### config.mk
export PLATFORM = sky130hd
export DESIGN_NAME = usb_midi_event_depacketizer_unit
export DESIGN_NICKNAME = d
export VERILOG_FILES = /design/src/sv/usbmidi_pkg.sv /design/src/sv/usbmidi_byte_store.sv /design/src/sv/usb_midi_event_depacketizer_unit.sv
export SDC_FILE = /design/constraint.sdc
export NUM_CORES = 2
export LEC_CHECK = 0
export ABC_AREA = 1
export BUFFER_PORTS_ARGS = -buffer_cell sky130_fd_sc_hd__buf_2
export CORE_UTILIZATION = 40
export CTS_CLUSTER_DIAMETER = 40
export CTS_CLUSTER_SIZE = 14
export DETAILED_ROUTE_END_ITERATION = 10
export HOLD_SLACK_MARGIN = 0.03
export PLACE_DENSITY_LB_ADDON = 0.15
export SLEW_MARGIN = 25
export SYNTH_ARGS = -nofsm -noshare
export SYNTH_HDL_FRONTEND = slang
export SYNTH_SLANG_ARGS = --single-unit
### constraint.sdc
create_clock -name i_clk -period 10.2 [get_ports i_clk]
set_input_delay 3.06 -clock i_clk [delete_from_list [all_inputs] [get_ports i_clk]]
set_output_delay 3.06 -clock i_clk [all_outputs]
set_load 0.02 [all_outputs]
### src/sv/usbmidi_pkg.sv
// Package for the USB-MIDI event depacketizer: item structs, code index
// constants and the sequencer state type. No dependencies.
`timescale 1ns / 1ps

package usbmidi_pkg;

    // Code index numbers that steer SysEx handling
    localparam logic [3:0] CIN_SYSEX_CONT = 4'h4;
    localparam logic [3:0] CIN_SYSEX_END1 = 4'h5;
    localparam logic [3:0] CIN_SYSEX_END2 = 4'h6;
    localparam logic [3:0] CIN_SYSEX_END3 = 4'h7;

    localparam logic [7:0] HEADER_NULL = 8'h00;

    // Result kinds
    localparam logic KIND_EVENT = 1'b0;
    localparam logic KIND_SYSEX = 1'b1;

    localparam logic [2:0] BYTES_FULL = 3'd4;

    typedef struct packed {
        logic [3:0] cable_number;
        logic [3:0] code_index;
        logic [7:0] data_byte_one;
        logic [7:0] data_byte_two;
        logic [7:0] data_byte_three;
    } t_in_item;

    typedef struct packed {
        logic       out_kind;
        logic [7:0] out_byte_zero;
        logic [7:0] out_byte_one;
        logic [7:0] out_byte_two;
        logic [7:0] out_byte_three;
        logic [2:0] valid_bytes;
        logic       chunk_last;
        logic       sysex_overflow;
    } t_out_item;

    typedef enum logic [2:0] {
        ST_IDLE,
        ST_WRITE,
        ST_READ,
        ST_CAPTURE,
        ST_EMIT
    } t_state;

endpackage

### src/sv/usbmidi_byte_store.sv
// SysEx byte store: byte memory with a write port and a separate registered
// read port, one write and one read per cycle. No package dependencies.
`timescale 1ns / 1ps

module usbmidi_byte_store #(
    parameter int DEPTH = 256,
    parameter int ADDR_W = 8
) (
    input  logic              i_clk,
    input  logic              i_we,
    input  logic [ADDR_W-1:0] i_waddr,
    input  logic [7:0]        i_wdata,
    input  logic [ADDR_W-1:0] i_raddr,
    output logic [7:0]        o_rdata
);

    logic [7:0] r_mem [DEPTH];
    logic [7:0] r_rdata;

    // Write one byte
    always_ff @(posedge i_clk) begin
        if (i_we) begin
            r_mem[i_waddr] <= i_wdata;
        end
    end

    // Registered read
    always_ff @(posedge i_clk) begin
        r_rdata <= r_mem[i_raddr];
    end

    assign o_rdata = r_rdata;

endmodule

### src/sv/usb_midi_event_depacketizer_unit.sv
// Top level of the USB-MIDI event depacketizer: sequencer, SysEx store
// and output register. Uses usbmidi_pkg and usbmidi_byte_store.
`timescale 1ns / 1ps

// Input channel: one 4-byte USB-MIDI event packet per item (i_in_valid /
// o_in_stall). Output channel: passed-through packets and SysEx chunks
// (o_out_valid / i_out_stall), each held in an output register.
// A packet is taken only while the sequencer is idle; one item is in work
// at a time. A null header or a SysEx end with no message open is taken
// and gives no result. A SysEx start/continue packet is accepted, then its
// three bytes are written to the store, one byte per cycle on the single
// memory write port. A pass-through packet moves from idle to the emit
// state and is loaded into the output register there once it is free.
// A SysEx end is accepted and its one to three bytes are written, then
// each stored byte is read and captured on the memory read port, and each
// chunk of up to 4 bytes is loaded into the output register in the emit state.
// When the receiver stalls, the result stays in the output register and
// the sequencer waits to load the next one.
// Reset clears the sequencer, the open flag, the fill count, the overflow
// flag and the output valid; the store itself is not cleared, since only
// bytes written during the current message are ever read.
module usb_midi_event_depacketizer_unit #(
    parameter int SYSEX_DEPTH = 256
) (
    input  logic                  i_clk,
    input  logic                  i_rst_n,
    input  logic                  i_in_valid,
    output logic                  o_in_stall,
    input  usbmidi_pkg::t_in_item i_in_item,
    output logic                  o_out_valid,
    input  logic                  i_out_stall,
    output usbmidi_pkg::t_out_item o_out_item
);

    localparam int FILL_W = $clog2(SYSEX_DEPTH + 1);
    localparam int ADDR_W = (SYSEX_DEPTH > 1) ? $clog2(SYSEX_DEPTH) : 1;
    localparam logic [FILL_W-1:0] FILL_MAX = FILL_W'(SYSEX_DEPTH);
    localparam logic [FILL_W-1:0] FILL_ONE = FILL_W'(1);

    usbmidi_pkg::t_state r_state, n_state;

    logic              r_open;
    logic [FILL_W-1:0] r_fill;
    logic              r_ovf;
    logic [7:0]        r_bytes [3];
    logic [1:0]        r_widx;
    logic [1:0]        r_wlast;
    logic              r_end;
    logic [FILL_W-1:0] r_rd_ptr;
    logic [1:0]        r_lane;
    logic [7:0]        r_chunk [4];
    logic              r_kind;
    logic [2:0]        r_vb;
    logic              r_last;
    logic              r_out_valid;
    usbmidi_pkg::t_out_item r_out_item;

    logic       in_acc;
    logic [7:0] header;
    logic       is_null;
    logic       is_cont;
    logic       is_end;
    logic       store_we;
    logic       out_free;
    logic       out_load;
    logic       store_space;
    logic       wr_done;
    logic       chunk_done;
    logic       ptr_at_end;
    logic [7:0] rd_data;

    // Decode the incoming header
    assign header  = {i_in_item.cable_number, i_in_item.code_index};
    assign is_null = (header == usbmidi_pkg::HEADER_NULL);
    assign is_cont = (i_in_item.code_index == usbmidi_pkg::CIN_SYSEX_CONT);
    assign is_end  = (i_in_item.code_index == usbmidi_pkg::CIN_SYSEX_END1)
                  || (i_in_item.code_index == usbmidi_pkg::CIN_SYSEX_END2)
                  || (i_in_item.code_index == usbmidi_pkg::CIN_SYSEX_END3);

    assign in_acc      = i_in_valid && !o_in_stall;
    assign out_free    = !r_out_valid || !i_out_stall;
    assign store_space = (r_fill < FILL_MAX);
    assign wr_done     = (r_widx == r_wlast);
    assign ptr_at_end  = ((r_rd_ptr + FILL_ONE) == r_fill);
    assign chunk_done  = (r_lane == 2'd3) || ptr_at_end;

    // Next state
    always_comb begin
        n_state = r_state;
        case (r_state)
            usbmidi_pkg::ST_IDLE: begin
                if (i_in_valid && !is_null) begin
                    if (is_cont || (is_end && r_open)) begin
                        n_state = usbmidi_pkg::ST_WRITE;
                    end else if (!is_end) begin
                        n_state = usbmidi_pkg::ST_EMIT;
                    end
                end
            end
            usbmidi_pkg::ST_WRITE: begin
                if (wr_done) begin
                    n_state = r_end ? usbmidi_pkg::ST_READ : usbmidi_pkg::ST_IDLE;
                end
            end
            usbmidi_pkg::ST_READ: begin
                n_state = usbmidi_pkg::ST_CAPTURE;
            end
            usbmidi_pkg::ST_CAPTURE: begin
                n_state = chunk_done ? usbmidi_pkg::ST_EMIT : usbmidi_pkg::ST_READ;
            end
            usbmidi_pkg::ST_EMIT: begin
                if (out_free) begin
                    n_state = r_last ? usbmidi_pkg::ST_IDLE : usbmidi_pkg::ST_READ;
                end
            end
            default: begin
                n_state = usbmidi_pkg::ST_IDLE;
            end
        endcase
    end

    // Control outputs of the sequencer
    always_comb begin
        o_in_stall = 1'b1;
        store_we   = 1'b0;
        out_load   = 1'b0;
        case (r_state)
            usbmidi_pkg::ST_IDLE: begin
                o_in_stall = 1'b0;
            end
            usbmidi_pkg::ST_WRITE: begin
                store_we = store_space;
            end
            usbmidi_pkg::ST_EMIT: begin
                out_load = out_free;
            end
            default: begin
                o_in_stall = 1'b1;
            end
        endcase
    end

    // State register
    always_ff @(posedge i_clk) begin
        if (!i_rst_n) begin
            r_state <= usbmidi_pkg::ST_IDLE;
        end else begin
            r_state <= n_state;
        end
    end

    // Message state: open flag, fill count, overflow flag
    always_ff @(posedge i_clk) begin
        if (!i_rst_n) begin
            r_open <= 1'b0;
            r_fill <= '0;
            r_ovf  <= 1'b0;
        end else begin
            if (in_acc && !is_null) begin
                if (is_cont) begin
                    if (!r_open) begin
                        r_fill <= '0;
                        r_ovf  <= 1'b0;
                    end
                    r_open <= 1'b1;
                end else if (!is_end) begin
                    // abort any open message
                    r_open <= 1'b0;
                    r_fill <= '0;
                    r_ovf  <= 1'b0;
                end
            end else if (r_state == usbmidi_pkg::ST_WRITE) begin
                if (store_space) begin
                    r_fill <= r_fill + FILL_ONE;
                end else begin
                    r_ovf <= 1'b1;
                end
            end else if (out_load && r_last) begin
                r_open <= 1'b0;
                r_fill <= '0;
                r_ovf  <= 1'b0;
            end
        end
    end

    // Capture packet bytes and walk them into the store
    always_ff @(posedge i_clk) begin
        if (in_acc) begin
            r_bytes[0] <= i_in_item.data_byte_one;
            r_bytes[1] <= i_in_item.data_byte_two;
            r_bytes[2] <= i_in_item.data_byte_three;
            r_widx     <= 2'd0;
            r_end      <= is_end;
            r_wlast    <= is_end ? (i_in_item.code_index[1:0] - 2'd1) : 2'd2;
        end else if (r_state == usbmidi_pkg::ST_WRITE) begin
            r_widx <= r_widx + 2'd1;
        end
    end

    // Assemble chunks from store reads, or hold a pass-through packet
    always_ff @(posedge i_clk) begin
        if (in_acc) begin
            r_rd_ptr   <= '0;
            r_lane     <= 2'd0;
            r_kind     <= is_end ? usbmidi_pkg::KIND_SYSEX : usbmidi_pkg::KIND_EVENT;
            r_vb       <= usbmidi_pkg::BYTES_FULL;
            r_last     <= 1'b1;
            r_chunk[0] <= is_end ? 8'h00 : header;
            r_chunk[1] <= is_end ? 8'h00 : i_in_item.data_byte_one;
            r_chunk[2] <= is_end ? 8'h00 : i_in_item.data_byte_two;
            r_chunk[3] <= is_end ? 8'h00 : i_in_item.data_byte_three;
        end else if (r_state == usbmidi_pkg::ST_CAPTURE) begin
            r_chunk[r_lane] <= rd_data;
            r_rd_ptr        <= r_rd_ptr + FILL_ONE;
            r_lane          <= r_lane + 2'd1;
            r_vb            <= {1'b0, r_lane} + 3'd1;
            r_last          <= ptr_at_end;
        end else if (out_load) begin
            r_lane     <= 2'd0;
            r_chunk[0] <= 8'h00;
            r_chunk[1] <= 8'h00;
            r_chunk[2] <= 8'h00;
            r_chunk[3] <= 8'h00;
        end
    end

    // Output register
    always_ff @(posedge i_clk) begin
        if (!i_rst_n) begin
            r_out_valid <= 1'b0;
        end else if (out_load) begin
            r_out_valid <= 1'b1;
        end else if (!i_out_stall) begin
            r_out_valid <= 1'b0;
        end
    end

    always_ff @(posedge i_clk) begin
        if (out_load) begin
            r_out_item.out_kind       <= r_kind;
            r_out_item.out_byte_zero  <= r_chunk[0];
            r_out_item.out_byte_one   <= r_chunk[1];
            r_out_item.out_byte_two   <= r_chunk[2];
            r_out_item.out_byte_three <= r_chunk[3];
            r_out_item.valid_bytes    <= r_vb;
            r_out_item.chunk_last     <= r_last;
            r_out_item.sysex_overflow <= (r_kind == usbmidi_pkg::KIND_SYSEX) && r_ovf;
        end
    end

    assign o_out_valid = r_out_valid;
    assign o_out_item  = r_out_item;

    usbmidi_byte_store #(
        .DEPTH  (SYSEX_DEPTH),
        .ADDR_W (ADDR_W)
    ) u_store (
        .i_clk   (i_clk),
        .i_we    (store_we),
        .i_waddr (r_fill[ADDR_W-1:0]),
        .i_wdata (r_bytes[r_widx]),
        .i_raddr (r_rd_ptr[ADDR_W-1:0]),
        .o_rdata (rd_data)
    );

endmodule

==> Word-level counts from Yosys, hierarchy flattened <==
Memories as Yosys holds them, arrays and structs flattened. A register that Yosys moved wholly into a read port is not among the register bits.
Index checks and enable logic that the tools add are counted.
{ "word_totals": {"ram_bits": 2104, "inputBits": 36, "out_inout_bits": 40, "word_cells": 134, "n_memories": 3, "register_bits": 42} }
{ "op_classes": {"muxes": 58, "eq_ne": 21, "reduce_logical": 24, "n_lt_le_gt_ge": 1, "bitwise_logic": 4, "add_sub_neg": 6} }
{ "memory_table": {"columns": ["memory", "words", "width", "read_ports", "rd_clocked_by_memory_dff", "write_ports", "line", "text"], "rows": [
  ["u_store.r_mem", 256, 8, 1, 1, 1, "usbmidi_byte_store.sv:17", "logic [7:0] r_mem [DEPTH];"],
  ["r_chunk", 4, 8, 4, 4, 4, "usb_midi_event_depacketizer_unit.sv:51", "logic [7:0] r_chunk [4];"],
  ["r_bytes", 3, 8, 1, 1, 3, "usb_midi_event_depacketizer_unit.sv:45", "logic [7:0] r_bytes [3];"]
]} }
{ "op_table": {"columns": ["operator", "n"], "rows": [
  ["$mux 8", 9],
  ["$mux 9", 7],
  ["$mux 1", 28],
  ["$add 9x1->9 const B", 2],
  ["$mux 3", 6],
  ["$eq 4x3->1 const B", 4],
  ["$pmux 3 s5", 1],
  ["$mux 2", 7],
  ["$ne 3x3->1 const B", 4],
  ["$reduce_and 4->1", 3],
  ["$eq 9x9->1", 1],
  ["$lt 9x9->1 const B", 1],
  ["$logic_not 8->1", 1],
  ["$reduce_or 8->1", 1],
  ["$eq 3x2->1 const B", 2],
  ["$logic_and 1x1->1", 6],
  ["$ne 2x2->1 const B", 3],
  ["$logic_or 1x1->1", 5],
  ["$add 2x1->2 const B", 2],
  ["$ne 2x1->1 const B", 2],
  ["$or 1x1->1", 4],
  ["$reduce_bool 2->1", 2],
  ["$add 2x1->3 const B", 1],
  ["$eq 3x1->1 const B", 1],
  ["other kinds (9)", 11]
]} }

==> Logic depth before layout (Yosys ltp) <==
{ "logic_depth": {"ltp_word": 9, "ltp_mapped": 17, "depth_no_buf": 14} }

==> Modules after synthesis <==
From an unflattened synthesis, not the netlist that was laid out.
{ "hier_totals": {"hier_cells": 7535, "hier_area_um2": 89022.9} }
{ "by_module_without_submodules": {"columns": ["module", "cells_per_inst", "area_per_inst_um2", "n_inst", "seq_area_each_um2"], "rows": [
  ["usbmidi_byte_store", 7003, 83396.2, 1, 61659.1],
  ["usb_midi_event_depacketizer_unit", 532, 5626.6, 1, 3593.4]
]} }

==> Worst setup path after synthesis <==
Ideal clock, no wire load.
{ "synth_timing": {"path_type": "flip-flop to flip-flop", "start": "reg (tool-made name)", "end": "mem u_store.r_mem[0][0] (data pin)", "path_stages_with_launch": 5, "arrival_ns": 7.545, "setup_slack_ns": 1.079, "setup_time_ns": 1.576, "path_buffers": 1, "path_cell_list": "dfxtp_1 clkbuf_1 inv_1 nand2_1 a21oi_1"} }
{ "synth_rtl": {"columns": ["element", "line"], "rows": [
  ["end: declaration", "usbmidi_byte_store.sv:17"]
]} }

==> Final worst setup path <==
{ "layout_timing": {"start": "reg r_state[2]", "end": "out o_in_stall"} }
{ "layout_via": {"elab_chain_len": 2} }
{ "layout_rtl": {"columns": ["element", "line", "text"], "rows": [
  ["start: declaration", "usb_midi_event_depacketizer_unit.sv:40", "usbmidi_pkg::t_state r_state, n_state;"],
  ["start signal: assignment", "usb_midi_event_depacketizer_unit.sv:146", "r_state <= usbmidi_pkg::ST_IDLE;"],
  ["start signal: assignment", "usb_midi_event_depacketizer_unit.sv:148", "r_state <= n_state;"],
  ["$logic_not 3->1", "usb_midi_event_depacketizer_unit.sv:127", "case (r_state)"],
  ["$mux 1", "usb_midi_event_depacketizer_unit.sv:127", null],
  ["end: declaration", "usb_midi_event_depacketizer_unit.sv:28", "output logic o_in_stall,"]
]} }
Every way passes these cells.

==> out/metrics.yaml <==
setup_path:
  endpoint: "o_in_stall"
  ff2ff_path_depth: 13
  cp.depth: 5
  regToRegSetupSlack_ns: 5.53
  cp-start-kind: "register"
  crit_start: "r_state[2]"
  crit_path_max_fanout: 4
  cp_cell_sequence: "nor2_1 > inv_1 > nor2_2 > inv_1 > buf_2"
  cp.arrival_ns: 1.94
  worstSetupPathType: "register to output pin"
  worstPathRequired_ns: 7.14
  cp_top_family: "flip-flops"
  crit_path_frequent_cell: "inv_1"
  crit_slowest_cell: "dfxtp_1"
  r2r_start: "r_rd_ptr[0]"
  r2r-end: "u_store.o_rdata[2]"
  crit_buf_inv: 3
  critPathCaptureType: "output pin"
  cpPeakStageDelay_ns: 0.36
sta:
  setup_viol: 0
  period_minus_slack_ns: 5.002
  relSlewSlack_pct: 21.85
  skew_ns: 0.04429
  holdWs_ns: 0.4164
  fin_crit_sh_pct: 49.04
  worst_pin_slew_ns: 1.172
  max_clock_freq_mhz: 199.9
  grt_setup_unrepaired: "false"
  hold_viol: 0
  tns_ns: 0
  maxSlewViolCount: 0
die:
  start_util_pct: 40.40
  die_w_microns: 474.0
  die_h_microns: 474.0
  core_sq_um: 220600
  num_io_pins: 76
  die_area_sq_um: 224700
  rows: 172
synthesis:
  synth-xor-area-share_pct: 0.07862
  yosysWarnings: 0
  syn_inst: 7705
  synthMuxAreaShare_pct: 0
  synth_compound_area_share_pct: 3.598
  synthTopCellsByArea: "edfxtp_1, nand2_1, nand3_1, nor2_1, o21ai_0"
  synth_top_family_by_area: "simple AND/OR/NAND/NOR gates"
  yosys.area.top_type_share_pct: 72.27
  synthSimpleGateAreaFrac_pct: 19.96
  synth_nets: 7754
  syn_area_per_cell_sq_um: 11.57
  yosys_register_bits: 2187
  ys_seq_area_share_pct: 73.21
  synth_top_area_cell: "edfxtp_1"
  synthesis.area_sq_um: 89130
  synth_fa_ha_area_share_pct: 0.1825
  synth_cell_types: 35
finish:
  nNetsFinal: 7779
  final_common_cell: "edfxtp_1"
  fillers: 19790
  design_area_sq_um: 103500
  area_delta_synth_final_pct: 16.10
  layout.cells.most_common_list: "edfxtp_1, nand2_1, nand3_1"
  drive_above_1_share_pct: 9.527
clock_network:
  ctsHtreeMaxLevel: 5
  clk_latency_ns: 0.93
  cts.clk_slew.worst_paths_ns: 0.05
  hold_buffers: 0
  postCtsSetupRepairBufs: 0
  cts_inserted_buffers: 343
  cts_root_buf: "clkbuf_16"
  cts_tree: "done"
  cts_sinks: 2187
  clock_path_buffers: 4
  cts_resized: 0
job:
  drv_cap: 0
pwr:
  power_density_nw_per_um2: 216.0
  p_leak_nw: 36.19
  ir_worst_vdd_uv: 187.2
place:
  gp_congestion: 0.8351
  placed_area_sq_um: 92030
  hpwl_microns: 140600
  port_buffers: 75
detailed_routing:
  first_pass_iters: 5
  postRouteWirelength_microns: 261900
  post_drt_wl_per_cell_microns: 23.92
  drc: 0
  vias: 58880
  ant_nets: 0
  viasPerCell: 5.378
  drt_iter0_drc: 5988
run_status:
  status: "finished clean"
global_route:
  antenna_found_initial: 3
  grt_max_degree: 215
  grt_pass1_wl_microns: 381700
  grt_pass1_vias: 55480
  grt-ovfl-total: 0
  grt_usage_pct: 22.98
hold_path:
  min_path_cells: 0
  worstHoldPathType: "register to register"
[kinds of logic (layout without fill, tap and decap cells)]
| logic type | count (synthesis) | in the layout |
|---|---|---|
| simple gates | 4305 | 4305 |
| flops | 2187 | 2187 |
| buf+inv | 602 | 885 |
| compound gates | 590 | 590 |
| fa+ha+maj | 13 | 13 |
| xor+xnor | 8 | 8 |
| other cells | 0 | 3 |
[where the power goes]
| group | leakage (nW) | switching, mW | internal (mW) | total [mW] |
|---|---|---|---|---|
| registers | 19.7 | 0.0202 | 10.1 | 10.2 |
| clock network | 5.50 | 4.24 | 7.40 | 11.6 |
| logic | 11.0 | 0.489 | 0.0651 | 0.554 |
| total | 36.2 | 4.75 | 17.6 | 22.4 |
[Yosys cell counts]
cell,instances
edfxtp_1,2145
nand2_1,1950
nand3_1,1261
nor2_1,1077
o21ai_0,351
clkbuf_1,188
buf_2,179
inv_1,104
buf_1,88
a21oi_1,83
o211ai_1,66
o21ai_1,51
dfxtp_1,42
buf_4,30
o22ai_1,25
ha_1,13
buf_6,6
nor2_2,6
o32ai_1,6
xor2_1,5
clkinv_1,4
nand4_1,4
nor3_1,4
a211oi_1,3
xnor2_1,3
inv_2,2
a221oi_1,1
a31oi_1,1
inv_4,1
nand3_2,1
nor3_4,1
nor3b_1,1
o21a_1,1
o21ai_2,1
o31ai_4,1
[layout make-up]
type / count / area (sq um) / share of cell area, %
inverters: 111 / 450.4 / 0.4353
clock inverters: 223 / 2575 / 2.488
clock buffers: 380 / 8837 / 8.540
multi-input cells: 4916 / 21410 / 20.69
flip-flops and latches: 2187 / 65270 / 63.08
repair buffers: 171 / 1229 / 1.187
diodes: 3 / 7.507 / 0.007255
well taps: 2958 / 3701 / 3.577
[state kept, by name, summed over array words and instances, names as in the netlist, 2 cells and up, named ones only]
register / flops
r_wlast: 2
r_chunk: 32
u_store.o_rdata: 8
r_bytes: 24
r_fill: 9
u_store.r_mem: 2048
r_state: 3
r_vb: 3
r_widx: 2
o_out_item: 38
r_lane: 2
r_rd_ptr: 9
[layer usage]
layer	up-vias	part of all wire, %	track usage (%)
met3	449	7.3	4.404
li1	27170	-	-
met4	0	2.8	7.293
met2	2093	46	35.30
met5	-	0	0
met1	29170	44	32.78
[worst min path at each step]
stage	start	endpoint	slack, ns
after detailed placement	r_chunk[0][1]	o_out_item[30]	0.41
after global placement	r_chunk[2][2]	o_out_item[15]	0.41
after floorplan	r_chunk[3][5]	o_out_item[10]	0.40
after global routing	r_chunk[0][4]	o_out_item[33]	0.43
after CTS	r_chunk[1][6]	o_out_item[27]	0.42
final	r_chunk[0][1]	o_out_item[30]	0.42
[metrics by stage]
stage	power (mW)	setup slack, ns	instances	util [%]
5_1_grt	22.91	5.066	10950	46.91
6_report	22.35	5.198	10950	46.91
3_3_place_gp	10.90	5.082	10340	41.72
3_5_place_dp	10.91	5.086	10340	41.72
2_1_floorplan	10.72	1.079	7705	-
4_1_cts	22.51	5.142	10950	46.90
No activity file was read; power rests on OpenSTA's default activity.
